--- src/hw/rtl/imufd_pkg.sv ---
// ----------------------------------------------------------------------------
// imufd_pkg: shared types and constants of the IMU serial frame decoder
// Frame layout, scaling constants, frame kinds and register indexes.
// ----------------------------------------------------------------------------
`timescale 1ns / 1ps

package imufd_pkg;

   // Frame layout: header, type, eight data bytes, checksum
   localparam int FRAME_BYTES  = 11;
   localparam int STORE_DEPTH  = FRAME_BYTES - 2;   // type and data, no checksum
   localparam int COUNT_W      = 4;
   localparam int STORE_IDX_W  = 4;
   localparam logic [COUNT_W-1:0] LAST_COUNT = COUNT_W'(FRAME_BYTES - 1);
   localparam logic [7:0] HEADER_BYTE = 8'h55;

   // Field widths
   localparam int WORD_W  = 16;
   localparam int VALUE_W = 20;
   localparam int KIND_W  = 3;

   // Scaling: value = trunc(|w| * factor / 2^SCALE_SHIFT), sign restored.
   // Each factor is rounded up so the truncation is exact for |w| <= 32768.
   localparam int SCALE_SHIFT = 21;
   localparam int FACTOR_W    = 25;
   localparam int PRODUCT_W   = WORD_W + FACTOR_W;
   localparam logic [FACTOR_W-1:0] FACTOR_ACCEL = 25'd2569012;   // 49/40
   localparam logic [FACTOR_W-1:0] FACTOR_TEMP  = 25'd5368710;   // 64/25
   localparam logic [FACTOR_W-1:0] FACTOR_GYRO  = 25'd32768000;  // 125/8
   localparam logic [FACTOR_W-1:0] FACTOR_EULER = 25'd2949120;   // 45/32
   localparam logic [FACTOR_W-1:0] FACTOR_UNIT  = 25'd2097152;   // 1
   localparam logic [FACTOR_W-1:0] FACTOR_ZERO  = 25'd0;

   // Gravity in 1/256 m/s^2
   localparam logic signed [VALUE_W-1:0] GRAVITY_Q8 = 20'sd2509;

   // Frame kinds
   localparam logic [KIND_W-1:0] KIND_ACCEL  = 3'd0;
   localparam logic [KIND_W-1:0] KIND_GYRO   = 3'd1;
   localparam logic [KIND_W-1:0] KIND_MAGNET = 3'd2;
   localparam logic [KIND_W-1:0] KIND_EULER  = 3'd3;
   localparam logic [KIND_W-1:0] KIND_QUAT   = 3'd4;

   // Register indexes
   localparam int CSR_INDEX_W = 3;
   localparam logic [CSR_INDEX_W-1:0] CSR_ACCEL_CODE  = 3'd0;
   localparam logic [CSR_INDEX_W-1:0] CSR_GYRO_CODE   = 3'd1;
   localparam logic [CSR_INDEX_W-1:0] CSR_MAGNET_CODE = 3'd2;
   localparam logic [CSR_INDEX_W-1:0] CSR_EULER_CODE  = 3'd3;
   localparam logic [CSR_INDEX_W-1:0] CSR_QUAT_CODE   = 3'd4;

   // Register reset values
   localparam logic [7:0] RESET_ACCEL_CODE  = 8'd81;
   localparam logic [7:0] RESET_GYRO_CODE   = 8'd82;
   localparam logic [7:0] RESET_MAGNET_CODE = 8'd84;
   localparam logic [7:0] RESET_EULER_CODE  = 8'd83;
   localparam logic [7:0] RESET_QUAT_CODE   = 8'd89;

   // Type byte codes from the register file
   typedef struct packed {
      logic [7:0] accel;
      logic [7:0] gyro;
      logic [7:0] magnet;
      logic [7:0] euler;
      logic [7:0] quat;
   } codes_type;

   // Gathered frame: type byte and four little-endian words
   typedef struct packed {
      logic [7:0]               type_code;
      logic [3:0][WORD_W-1:0]   words;
   } frame_type;

endpackage

--- src/hw/rtl/imufd_collect.sv ---
// ----------------------------------------------------------------------------
// imufd_collect: header hunt and frame byte gathering
// Counts frame bytes, keeps type and data bytes, flags the closing byte.
// ----------------------------------------------------------------------------
`timescale 1ns / 1ps

module imufd_collect (
   input  logic                 clock,
   input  logic                 reset,
   input  logic                 req_valid,
   input  logic [7:0]           req_rx_byte,
   input  logic                 out_block,
   output logic                 req_stall,
   output logic                 frame_done,
   output imufd_pkg::frame_type frame
);
   import imufd_pkg::*;

   logic [COUNT_W-1:0] byte_count_ff;
   logic [COUNT_W-1:0] byte_count_in;
   logic [7:0]         store_ff [0:STORE_DEPTH-1];
   logic [STORE_IDX_W-1:0] store_idx;
   logic               accept;
   logic               at_last;
   logic               store_wr;

   // Hold the closing byte only while the result register is blocked
   assign at_last    = (byte_count_ff == LAST_COUNT);
   assign req_stall  = at_last && out_block;
   assign accept     = req_valid && !req_stall;
   assign frame_done = accept && at_last;

   assign store_idx = STORE_IDX_W'(byte_count_ff - COUNT_W'(1));
   assign store_wr  = accept && (byte_count_ff != '0) && !at_last;

   // Advance the byte counter
   always_comb begin
      byte_count_in = byte_count_ff;
      if (accept) begin
         if (byte_count_ff == '0) begin
            if (req_rx_byte == HEADER_BYTE) begin
               byte_count_in = COUNT_W'(1);
            end
         end else if (at_last || (byte_count_ff > LAST_COUNT)) begin
            byte_count_in = '0;
         end else begin
            byte_count_in = byte_count_ff + COUNT_W'(1);
         end
      end
   end

   always_ff @(posedge clock) begin
      if (reset) begin
         byte_count_ff <= '0;
      end else begin
         byte_count_ff <= byte_count_in;
      end
   end

   // Keep type and data bytes; the checksum is dropped
   always_ff @(posedge clock) begin
      if (store_wr) begin
         store_ff[store_idx] <= req_rx_byte;
      end
   end

   // Present the gathered frame
   always_comb begin
      frame.type_code = store_ff[0];
      for (int k = 0; k < 4; k++) begin
         frame.words[k] = {store_ff[2 + 2 * k], store_ff[1 + 2 * k]};
      end
   end

endmodule

--- src/hw/rtl/imufd_lane.sv ---
// ----------------------------------------------------------------------------
// imufd_lane: one word scaler
// Multiplies the magnitude by a fixed-point factor, truncates, restores sign.
// ----------------------------------------------------------------------------
`timescale 1ns / 1ps

module imufd_lane (
   input  logic [imufd_pkg::WORD_W-1:0]          word,
   input  logic [imufd_pkg::FACTOR_W-1:0]        factor,
   output logic signed [imufd_pkg::VALUE_W-1:0]  value
);
   import imufd_pkg::*;

   logic                 negative;
   logic [WORD_W-1:0]    magnitude;
   logic [PRODUCT_W-1:0] product;
   logic [VALUE_W-1:0]   quotient;

   // Truncate toward zero by scaling the magnitude
   assign negative  = word[WORD_W-1];
   assign magnitude = negative ? (~word + WORD_W'(1)) : word;
   assign product   = PRODUCT_W'(magnitude) * PRODUCT_W'(factor);
   assign quotient  = product[SCALE_SHIFT +: VALUE_W];
   assign value     = negative ? -$signed(quotient) : $signed(quotient);

endmodule

--- src/hw/rtl/imufd_decode.sv ---
// ----------------------------------------------------------------------------
// imufd_decode: frame kind selection, scaling and result register
// Matches the type byte, scales four words and holds the result item.
// ----------------------------------------------------------------------------
`timescale 1ns / 1ps

module imufd_decode (
   input  logic                                  clock,
   input  logic                                  reset,
   input  logic                                  frame_done,
   input  imufd_pkg::frame_type                  frame,
   input  imufd_pkg::codes_type                  codes,
   input  logic                                  rsp_stall,
   output logic                                  rsp_valid,
   output logic [imufd_pkg::KIND_W-1:0]          rsp_frame_kind,
   output logic signed [imufd_pkg::VALUE_W-1:0]  rsp_value_a,
   output logic signed [imufd_pkg::VALUE_W-1:0]  rsp_value_b,
   output logic signed [imufd_pkg::VALUE_W-1:0]  rsp_value_c,
   output logic signed [imufd_pkg::VALUE_W-1:0]  rsp_value_d
);
   import imufd_pkg::*;

   logic                      known;
   logic [KIND_W-1:0]         kind;
   logic [FACTOR_W-1:0]       factor_abc;
   logic [FACTOR_W-1:0]       factor_d;
   logic signed [VALUE_W-1:0] lane_a;
   logic signed [VALUE_W-1:0] lane_b;
   logic signed [VALUE_W-1:0] lane_c;
   logic signed [VALUE_W-1:0] lane_d;
   logic signed [VALUE_W-1:0] value_c;
   logic                      load;

   logic                      valid_ff;
   logic                      valid_in;
   logic [KIND_W-1:0]         kind_ff;
   logic signed [VALUE_W-1:0] value_a_ff;
   logic signed [VALUE_W-1:0] value_b_ff;
   logic signed [VALUE_W-1:0] value_c_ff;
   logic signed [VALUE_W-1:0] value_d_ff;

   // Match the type byte, first register wins
   always_comb begin
      known      = 1'b1;
      kind       = KIND_ACCEL;
      factor_abc = FACTOR_ACCEL;
      factor_d   = FACTOR_TEMP;
      if (frame.type_code == codes.accel) begin
         kind       = KIND_ACCEL;
      end else if (frame.type_code == codes.gyro) begin
         kind       = KIND_GYRO;
         factor_abc = FACTOR_GYRO;
         factor_d   = FACTOR_ZERO;
      end else if (frame.type_code == codes.magnet) begin
         kind       = KIND_MAGNET;
         factor_abc = FACTOR_UNIT;
         factor_d   = FACTOR_ZERO;
      end else if (frame.type_code == codes.euler) begin
         kind       = KIND_EULER;
         factor_abc = FACTOR_EULER;
         factor_d   = FACTOR_ZERO;
      end else if (frame.type_code == codes.quat) begin
         kind       = KIND_QUAT;
         factor_abc = FACTOR_UNIT;
         factor_d   = FACTOR_UNIT;
      end else begin
         known      = 1'b0;
      end
   end

   imufd_lane u_lane_a (.word(frame.words[0]), .factor(factor_abc), .value(lane_a));
   imufd_lane u_lane_b (.word(frame.words[1]), .factor(factor_abc), .value(lane_b));
   imufd_lane u_lane_c (.word(frame.words[2]), .factor(factor_abc), .value(lane_c));
   imufd_lane u_lane_d (.word(frame.words[3]), .factor(factor_d),   .value(lane_d));

   // Remove gravity from the accel Z axis
   assign value_c = (kind == KIND_ACCEL) ? (lane_c - GRAVITY_Q8) : lane_c;

   // Load on a known frame, drop the item once taken
   assign load = frame_done && known;

   always_comb begin
      valid_in = valid_ff;
      if (load) begin
         valid_in = 1'b1;
      end else if (!rsp_stall) begin
         valid_in = 1'b0;
      end
   end

   always_ff @(posedge clock) begin
      if (reset) begin
         valid_ff <= 1'b0;
      end else begin
         valid_ff <= valid_in;
      end
   end

   always_ff @(posedge clock) begin
      if (load) begin
         kind_ff    <= kind;
         value_a_ff <= lane_a;
         value_b_ff <= lane_b;
         value_c_ff <= value_c;
         value_d_ff <= lane_d;
      end
   end

   assign rsp_valid      = valid_ff;
   assign rsp_frame_kind = kind_ff;
   assign rsp_value_a    = value_a_ff;
   assign rsp_value_b    = value_b_ff;
   assign rsp_value_c    = value_c_ff;
   assign rsp_value_d    = value_d_ff;

endmodule

--- src/hw/rtl/imu_serial_frame_decoder.sv ---
// ----------------------------------------------------------------------------
// imu_serial_frame_decoder: 11-byte IMU serial frame decoder
// Gathers header-framed bytes and emits one scaled sensor reading per frame.
// ----------------------------------------------------------------------------
// Usage:
//   req_* takes one received byte per item. Bytes are dropped until a 0x55
//   header; the next ten bytes (type, eight data bytes, checksum) form a frame.
//   rsp_* gives one item per frame whose type byte matches a code register:
//   frame kind and four signed 20-bit values. Unknown types give no item.
//   csr_* writes the five type codes; write them only while the block is idle.
// Throughput and result timing:
//   One byte is taken every cycle unless req_stall holds the closing byte. The
//   result item appears in the cycle after the checksum byte is taken, from the single result register.
// Reset:
//   Synchronous; the byte counter returns to header hunt, the result register
//   empties and the type codes return to 81, 82, 84, 83 and 89.
// Stall:
//   While a result waits under rsp_stall, bytes keep flowing; only the closing
//   byte of the next frame is held with req_stall until the result is taken.
// ----------------------------------------------------------------------------
`timescale 1ns / 1ps

module imu_serial_frame_decoder (
   input  logic                                  clock,
   input  logic                                  reset,
   input  logic                                  req_valid,
   output logic                                  req_stall,
   input  logic [7:0]                            req_rx_byte,
   output logic                                  rsp_valid,
   input  logic                                  rsp_stall,
   output logic [imufd_pkg::KIND_W-1:0]          rsp_frame_kind,
   output logic signed [imufd_pkg::VALUE_W-1:0]  rsp_value_a,
   output logic signed [imufd_pkg::VALUE_W-1:0]  rsp_value_b,
   output logic signed [imufd_pkg::VALUE_W-1:0]  rsp_value_c,
   output logic signed [imufd_pkg::VALUE_W-1:0]  rsp_value_d,
   input  logic                                  csr_wr_en,
   input  logic [imufd_pkg::CSR_INDEX_W-1:0]     csr_index,
   input  logic [7:0]                            csr_wr_data
);
   import imufd_pkg::*;

   codes_type codes_ff;
   codes_type codes_in;
   frame_type frame;
   logic      frame_done;
   logic      out_block;

   // Write the type code registers
   always_comb begin
      codes_in = codes_ff;
      if (csr_wr_en) begin
         unique case (csr_index)
            CSR_ACCEL_CODE:  codes_in.accel  = csr_wr_data;
            CSR_GYRO_CODE:   codes_in.gyro   = csr_wr_data;
            CSR_MAGNET_CODE: codes_in.magnet = csr_wr_data;
            CSR_EULER_CODE:  codes_in.euler  = csr_wr_data;
            CSR_QUAT_CODE:   codes_in.quat   = csr_wr_data;
            default:         codes_in = codes_ff;
         endcase
      end
   end

   always_ff @(posedge clock) begin
      if (reset) begin
         codes_ff.accel  <= RESET_ACCEL_CODE;
         codes_ff.gyro   <= RESET_GYRO_CODE;
         codes_ff.magnet <= RESET_MAGNET_CODE;
         codes_ff.euler  <= RESET_EULER_CODE;
         codes_ff.quat   <= RESET_QUAT_CODE;
      end else begin
         codes_ff <= codes_in;
      end
   end

   // The result register is blocked while its item waits
   assign out_block = rsp_valid && rsp_stall;

   imufd_collect u_collect (
      .clock       (clock),
      .reset       (reset),
      .req_valid   (req_valid),
      .req_rx_byte (req_rx_byte),
      .out_block   (out_block),
      .req_stall   (req_stall),
      .frame_done  (frame_done),
      .frame       (frame)
   );

   imufd_decode u_decode (
      .clock          (clock),
      .reset          (reset),
      .frame_done     (frame_done),
      .frame          (frame),
      .codes          (codes_ff),
      .rsp_stall      (rsp_stall),
      .rsp_valid      (rsp_valid),
      .rsp_frame_kind (rsp_frame_kind),
      .rsp_value_a    (rsp_value_a),
      .rsp_value_b    (rsp_value_b),
      .rsp_value_c    (rsp_value_c),
      .rsp_value_d    (rsp_value_d)
   );

endmodule

--- config.mk ---
export PLATFORM = sky130hd
export DESIGN_NAME = imu_serial_frame_decoder
export DESIGN_NICKNAME = d
export VERILOG_FILES = /design/src/hw/rtl/imufd_pkg.sv /design/src/hw/rtl/imufd_collect.sv /design/src/hw/rtl/imufd_lane.sv /design/src/hw/rtl/imufd_decode.sv /design/src/hw/rtl/imu_serial_frame_decoder.sv
export SDC_FILE = /design/constraint.sdc
export NUM_CORES = 2
export LEC_CHECK = 0
export ABC_AREA = 1
export BUFFER_PORTS_ARGS = -buffer_cell sky130_fd_sc_hd__buf_4
export CORE_MARGIN = 2
export CORE_UTILIZATION = 64
export CTS_BUF_LIST = sky130_fd_sc_hd__clkbuf_2
export DETAILED_ROUTE_END_ITERATION = 8
export PLACE_DENSITY = 0.78
export SETUP_SLACK_MARGIN = 0.1
export SLEW_MARGIN = 20
export SYNTH_ARGS = -nofsm -noshare
export SYNTH_HDL_FRONTEND = slang
export SYNTH_HIERARCHICAL = 1
export SYNTH_SLANG_ARGS = --single-unit
--- constraint.sdc ---
create_clock -name clock -period 9.9 [get_ports clock]
set_input_delay 1.485 -clock clock [delete_from_list [all_inputs] [get_ports clock]]
set_output_delay 1.485 -clock clock [all_outputs]
set_load 0.02 [all_outputs]
Yosys cells after proc, flatten, opt, wreduce, memory -nomap -nowiden
Memories as Yosys holds them, arrays and structs flattened. Index checks and enable logic that the tools add are counted.

Add/subtract/negate cells: 11. Multiply operators: 4. Magnitude comparators: 1. Equality and inequality tests: 13. Multiplexer cells: 36. Bitwise gates (word level): 4. Reductions and logical operators: 20.

Operators by type and width (number): $mux W25 (8); $mul A16 B25 Y41 (4); $mux W20 (5); $neg A20 Y20 (4); $add A16 B1 Y16 const B (4); $mux W16 (4); $not A16 Y16 (4); $eq A8 B8 Y1 (5); $mux W23 (1); $sub A20 B13 Y20 const B (1); $mux W19 (1); $mux W3 (5); $mux W4 (3); $reduce_and A2 Y1 (6); $mux W1 (9); $eq A8 B7 Y1 const B (1); $logic_and A1 B1 Y1 (7); $eq A3 B2 Y1 const B (2); $logic_not A3 Y1 (2); $add A4 B1 Y4 const B (1); $eq A4 B4 Y1 const B (1); $gt A4 B4 Y1 const B (1); $logic_not A4 Y1 (1); $reduce_bool A4 Y1 (1); 7 further kinds (8).

Bits in registers: 128. RAM bits: 72. Input port bits: 24. Word-level logic and storage cells: 102. Memories: 1.

Memories: u_collect.store_ff (words 9, bits a word 8, rd ports 9, clocked after Yosys merged registers in 0, wr ports 1, line imufd_collect.sv:21) `logic [7:0] store_ff [0:STORE_DEPTH-1];`.

Depth between registers and ports, before layout
An unclocked memory read counts as a cell.

Depth after elaboration: 12. Mapped depth: 55. Depth with buffers taken out: 52.

Cells and area by module
Netlist, hierarchy kept.

Modules (own cells, without submodules): imufd_lane (u_decode.u_lane_b ...) (times used 2, cells an instance 1890, area each 13782.0 um2, seq. area each 0.0 um2); imufd_lane (u_decode.u_lane_d) (times used 1, cells an instance 1940, area each 14056.0 um2, seq. area each 0.0 um2); imufd_lane (u_decode.u_lane_a) (times used 1, cells an instance 1893, area each 13761.9 um2, seq. area each 0.0 um2); imufd_decode (times used 1, cells an instance 430, area each 4110.2 um2, seq. area each 2512.4 um2); imufd_collect (times used 1, cells an instance 159, area each 2857.7 um2, seq. area each 2242.2 um2); imu_serial_frame_decoder (times used 1, cells an instance 225, area each 1551.5 um2, seq. area each 800.8 um2).

Worst setup path after synthesis
Ideal clock, no wire load.

Path kind: register -> register. From: memory u_collect.store_ff[0][3]. To: register u_decode.value_c_ff[16], in the netlist u_decode/rsp_value_c[16], data pin. Arrival time: 8.253 ns. Slack: 1.371 ns. Cell stages (with the launch flop): 43. Path through: edfxtp_1 > inv_2 > or2_2 > nand4_1 > nor2_1 > nand2_2 > inv_1 > nor2_1 > clkbuf_1 > clkbuf_1 > nand2_1 > fa_1 > inv_1 > fa_1 > inv_1 > fa_1 > inv_1 > fa_1 > [7 not listed] > o21ai_0 > a21oi_1 > nand2_1 > nand2_1 > nand2_1 > nor2_1 > nand2_1 > o21ai_2 > nand2_1 > xor2_1 > inv_1 > clkinv_1 > o21ai_0 > nor2_1 > nand3_1 > xor2_1 > nand2_1 > o21ai_1.

RTL lines: from (decl) (line imufd_collect.sv:21); to (signal assigned) (line imufd_decode.sv:104) `value_c_ff <= value_c;`; to (decl) (line imufd_decode.sv:39) `logic signed [VALUE_W-1:0] value_c_ff;`.

==> metrics.txt <==
# TYPE chip_impl_metric gauge
chip_impl_metric{name="setup_viol_count_final",unit=""} 0
chip_impl_info{name="critical_path_class",value="flip-flop to flip-flop"} 1
chip_impl_metric{name="clock_tree_buffer_depth",unit=""} 2
chip_impl_metric{name="post-route-min-period",unit="ns"} 9.127
chip_impl_metric{name="h-tree-depth",unit=""} 4
chip_impl_metric{name="gpl.final_weighted_congestion",unit=""} 0.9709
chip_impl_metric{name="wire_length_of_the_first_global_routing_pass",unit="um"} 284300
chip_impl_metric{name="maxCapViolations",unit=""} 0
chip_impl_info{name="cts_root_buf",value="clkbuf_2"} 1
chip_impl_metric{name="clk-insertion-delay-late",unit="ns"} 1.08
chip_impl_metric{name="grt_start_max_net_pins",unit=""} 171
chip_impl_metric{name="synth_warn",unit=""} 6
chip_impl_info{name="rsz0062_at_grt",value="false"} 1
chip_impl_info{name="worst_path_max_delay_cell",value="edfxtp_1"} 1
chip_impl_metric{name="synth_edf_count",unit=""} 155
chip_impl_metric{name="routed_wire_length_per_instance",unit="um"} 17.49
chip_impl_metric{name="register_bit_count_reported_by_yosys",unit=""} 200
chip_impl_metric{name="first_global_vias",unit=""} 55270
chip_impl_metric{name="cp_data_arrival_time",unit="ns"} 9.92
chip_impl_metric{name="worst_path_largest_cell_delay",unit="ns"} 0.59
chip_impl_metric{name="ios",unit=""} 109
chip_impl_info{name="most-common-layout-cells",value="nand2_1 (2,217), inv_1 (2,087), fa_1 (1,276), nor2_1 (936), ha_1 (456)"} 1
chip_impl_metric{name="route.final.wire_length",unit="um"} 172400
chip_impl_metric{name="cts_buffers",unit=""} 17
chip_impl_metric{name="core_area",unit="sq um"} 98710
chip_impl_info{name="status",value="finished, final reports clean"} 1
chip_impl_metric{name="max_slew_margin",unit="%"} 24.00
chip_impl_metric{name="fp-row-count",unit=""} 115
chip_impl_metric{name="grt_antenna_before_repair",unit=""} 9
chip_impl_metric{name="starting_density_of_the_core",unit="%"} 64.74
chip_impl_metric{name="portBuffers",unit=""} 108
chip_impl_metric{name="critPathRequiredTime",unit="ns"} 10.70
chip_impl_metric{name="grt.overflow.total",unit=""} 0
chip_impl_metric{name="clk_transition_reported_paths",unit="ns"} 0.41
chip_impl_info{name="synth_flop_type",value="edfxtp_1"} 1
chip_impl_info{name="hold_path.class",value="flip-flop to flip-flop"} 1
chip_impl_metric{name="route.detailed.drc",unit=""} 0
chip_impl_metric{name="drt_first_iter_violations",unit=""} 4022
chip_impl_metric{name="floorplan.die.width",unit="um"} 320.0
chip_impl_metric{name="combined_area_of_all_synthesized_cells",unit="sq um"} 63900
chip_impl_metric{name="clock.fmax",unit="MHz"} 109.6
chip_impl_info{name="critical_path.endpoint_type",value="flip-flop"} 1
chip_impl_metric{name="place.detailed.hpwl",unit="um"} 141800
chip_impl_metric{name="timing_worst_slew_pin_value",unit="ns"} 1.137
chip_impl_metric{name="ant_nets",unit=""} 0
chip_impl_metric{name="cts-hold-fix-buffers",unit=""} 0
chip_impl_metric{name="fill_cells",unit=""} 8531
chip_impl_metric{name="syn_to_final_growth",unit="%"} 4.666
chip_impl_metric{name="layout.nets",unit=""} 10310
chip_impl_metric{name="timing.final.crit_share",unit="%"} 92.20
chip_impl_metric{name="floorplan.die.height",unit="um"} 320.0
chip_impl_metric{name="synthesized_area_divided_by_synthesized_cell_count",unit="sq um"} 7.583
chip_impl_metric{name="dr_total_vias",unit=""} 52990
chip_impl_metric{name="final_max_slew_viol_count",unit=""} 0
chip_impl_metric{name="async_reset_ff_share",unit="%"} 0
chip_impl_metric{name="final_layout_size_suffix_gt1_share",unit="%"} 5.138
chip_impl_metric{name="fin_tns_setup",unit="ns"} 0
chip_impl_metric{name="pre_cts_ws",unit="ns"} 0.8000
chip_impl_metric{name="synth_seq_area_share",unit="%"} 8.694
chip_impl_info{name="layout.cells.most_common",value="nand2_1"} 1
chip_impl_metric{name="vias_per_cell",unit=""} 5.376
chip_impl_metric{name="postLayoutSetupSlackWorst",unit="ns"} 0.7726
chip_impl_metric{name="synth_cells",unit=""} 8427
chip_impl_metric{name="total_power_divided_by_cell_area",unit="nW/um^2"} 164.6
chip_impl_metric{name="finalPower",unit="mW"} 11.01
chip_impl_metric{name="synth.distinct_cells",unit=""} 60
chip_impl_metric{name="critical_path.max_fanout",unit=""} 98
chip_impl_metric{name="total_leakage_power",unit="nW"} 37.41
chip_impl_metric{name="die_area",unit="sq um"} 102400
chip_impl_metric{name="firstDrtPassIters",unit=""} 5
chip_impl_info{name="worst_setup_path_start_kind",value="flip-flop"} 1
chip_impl_metric{name="power.ir.vdd_worst",unit="mV"} 0.5645
chip_impl_metric{name="global_route.usage.total",unit="%"} 35.14
chip_impl_metric{name="numClockSinks",unit=""} 200
chip_impl_metric{name="final-hold-violation-count",unit=""} 0
chip_impl_metric{name="clock_skew",unit="ns"} 0.1196
chip_impl_info{name="clock_tree_from_tritoncts",value="done"} 1
power by group:
group / internal (mW) / switching [mW]
combinational: 3.29 / 6.18
clock: 0.0740 / 0.339
sequential: 1.13 / 0.00478
total: 4.49 / 6.52
critical path: cells and delay by family (launching register included):
kind	cells	cell delay, ns
AO/OA/AOI/OAI	2	0.26
XOR/XNOR	1	0.32
adder cells (fa/ha/maj)	8	3.60
buffers and inverters	6	0.80
flip-flops	1	0.59
AND/OR/NAND/NOR	27	3.21
state kept, by name, summed over array words and instances (netlist names):
| name | cells |
|---|---|
| u_collect/store_ff | 72 |
| codes_ff | 40 |
| u_decode/rsp_value_a | 20 |
| u_decode/rsp_value_b | 20 |
| u_decode/rsp_value_c | 20 |
| u_decode/rsp_value_d | 20 |
| u_collect/byte_count_ff | 4 |
| u_decode/rsp_frame_kind | 3 |
| u_decode/rsp_valid | 1 |
area by class of cell:
cell class | instances | area, sq um | share of cell area (%)
tap | 1287 | 1610 | 2.408
clock buffer | 19 | 95.09 | 0.1422
sequential | 200 | 5555 | 8.306
inverter | 2125 | 7991 | 11.95
timing repair buffer | 204 | 1556 | 2.327
antenna | 5 | 12.51 | 0.01871
clock inverter | 13 | 92.59 | 0.1384
multi-input combinational | 6003 | 49970 | 74.71
per-stage QoR:
| stage | std cells | util [%] | cell area (sq um) | hold slack (ns) |
|---|---|---|---|---|
| 3_3_place_gp | 9815 | 67.49 | 66620 | 0.4736 |
| 5_1_grt | 9854 | 67.75 | 66880 | 0.5347 |
| 3_5_place_dp | 9815 | 67.49 | 66620 | 0.4870 |
| 2_1_floorplan | 8580 | - | 64480 | 0.4510 |
| 6_report | 9856 | 67.76 | 66880 | 0.5152 |
| 4_1_cts | 9847 | 67.68 | 66810 | 0.4710 |
timing repair:
action	in CTS	in global routing
setup endpoints to repair	0	8
resized for setup	0	10
buffers inserted	0	4
layer usage:
| layer | up-vias | part of all wire (%) | global-route usage, % |
|---|---|---|---|
| li1 | 24540 | - | - |
| met2 | 2090 | 47 | 58.00 |
| met4 | 10 | 3.0 | 9.911 |
| met3 | 365 | 9.1 | 6.782 |
| met1 | 25980 | 40 | 47.57 |
| met5 | - | 0.037 | 0 |
cells by family (layout without fill, tap and decap cells):
logic type,after synthesis,in the layout,share of synthesized area (%)
compound gates,412,412,3.656
xor+xnor,99,99,1.433
fa+ha+maj,1732,1732,48.90
buf+inv,2377,2361,14.15
flops,200,200,8.694
other cells,2,160,0.01175
simple gates,3605,3605,23.15
path summary, 6_finish.rpt:
check | from | end | slack [ns] | cells past startpoint
worst max-delay path | u_collect/store_ff[0][5] | u_decode/rsp_value_c[13] | 0.77 | 44
worst min-delay path | codes_ff[12] | codes_ff[12] | 0.52 | 2
worst max register to register | u_collect/store_ff[0][5] | u_decode/rsp_value_c[13] | 0.77 | 44
worst min register to register | codes_ff[12] | codes_ff[12] | 0.52 | 2
cell usage after synthesis (20+ instances only):
library cell | n | share of area, %
a21o_1 | 20 | 0.23
a21oi_1 | 184 | 1.4
buf_2 | 26 | 0.20
clkbuf_1 | 194 | 1.1
clkinv_1 | 21 | 0.12
dfxtp_1 | 45 | 1.4
edfxtp_1 | 155 | 7.3
fa_1 | 1276 | 40
ha_1 | 456 | 8.9
inv_1 | 2089 | 12
nand2_1 | 2221 | 13
nand2_2 | 35 | 0.34
nand3_1 | 160 | 1.3
nand3b_1 | 34 | 0.40
nand4_1 | 33 | 0.32
nor2_1 | 939 | 5.5
nor3_1 | 42 | 0.33
o21ai_0 | 123 | 0.96
or2_2 | 31 | 0.30
xnor2_1 | 27 | 0.37
xor2_1 | 67 | 0.92
Note: power is estimated with default switching activity, not from simulation.
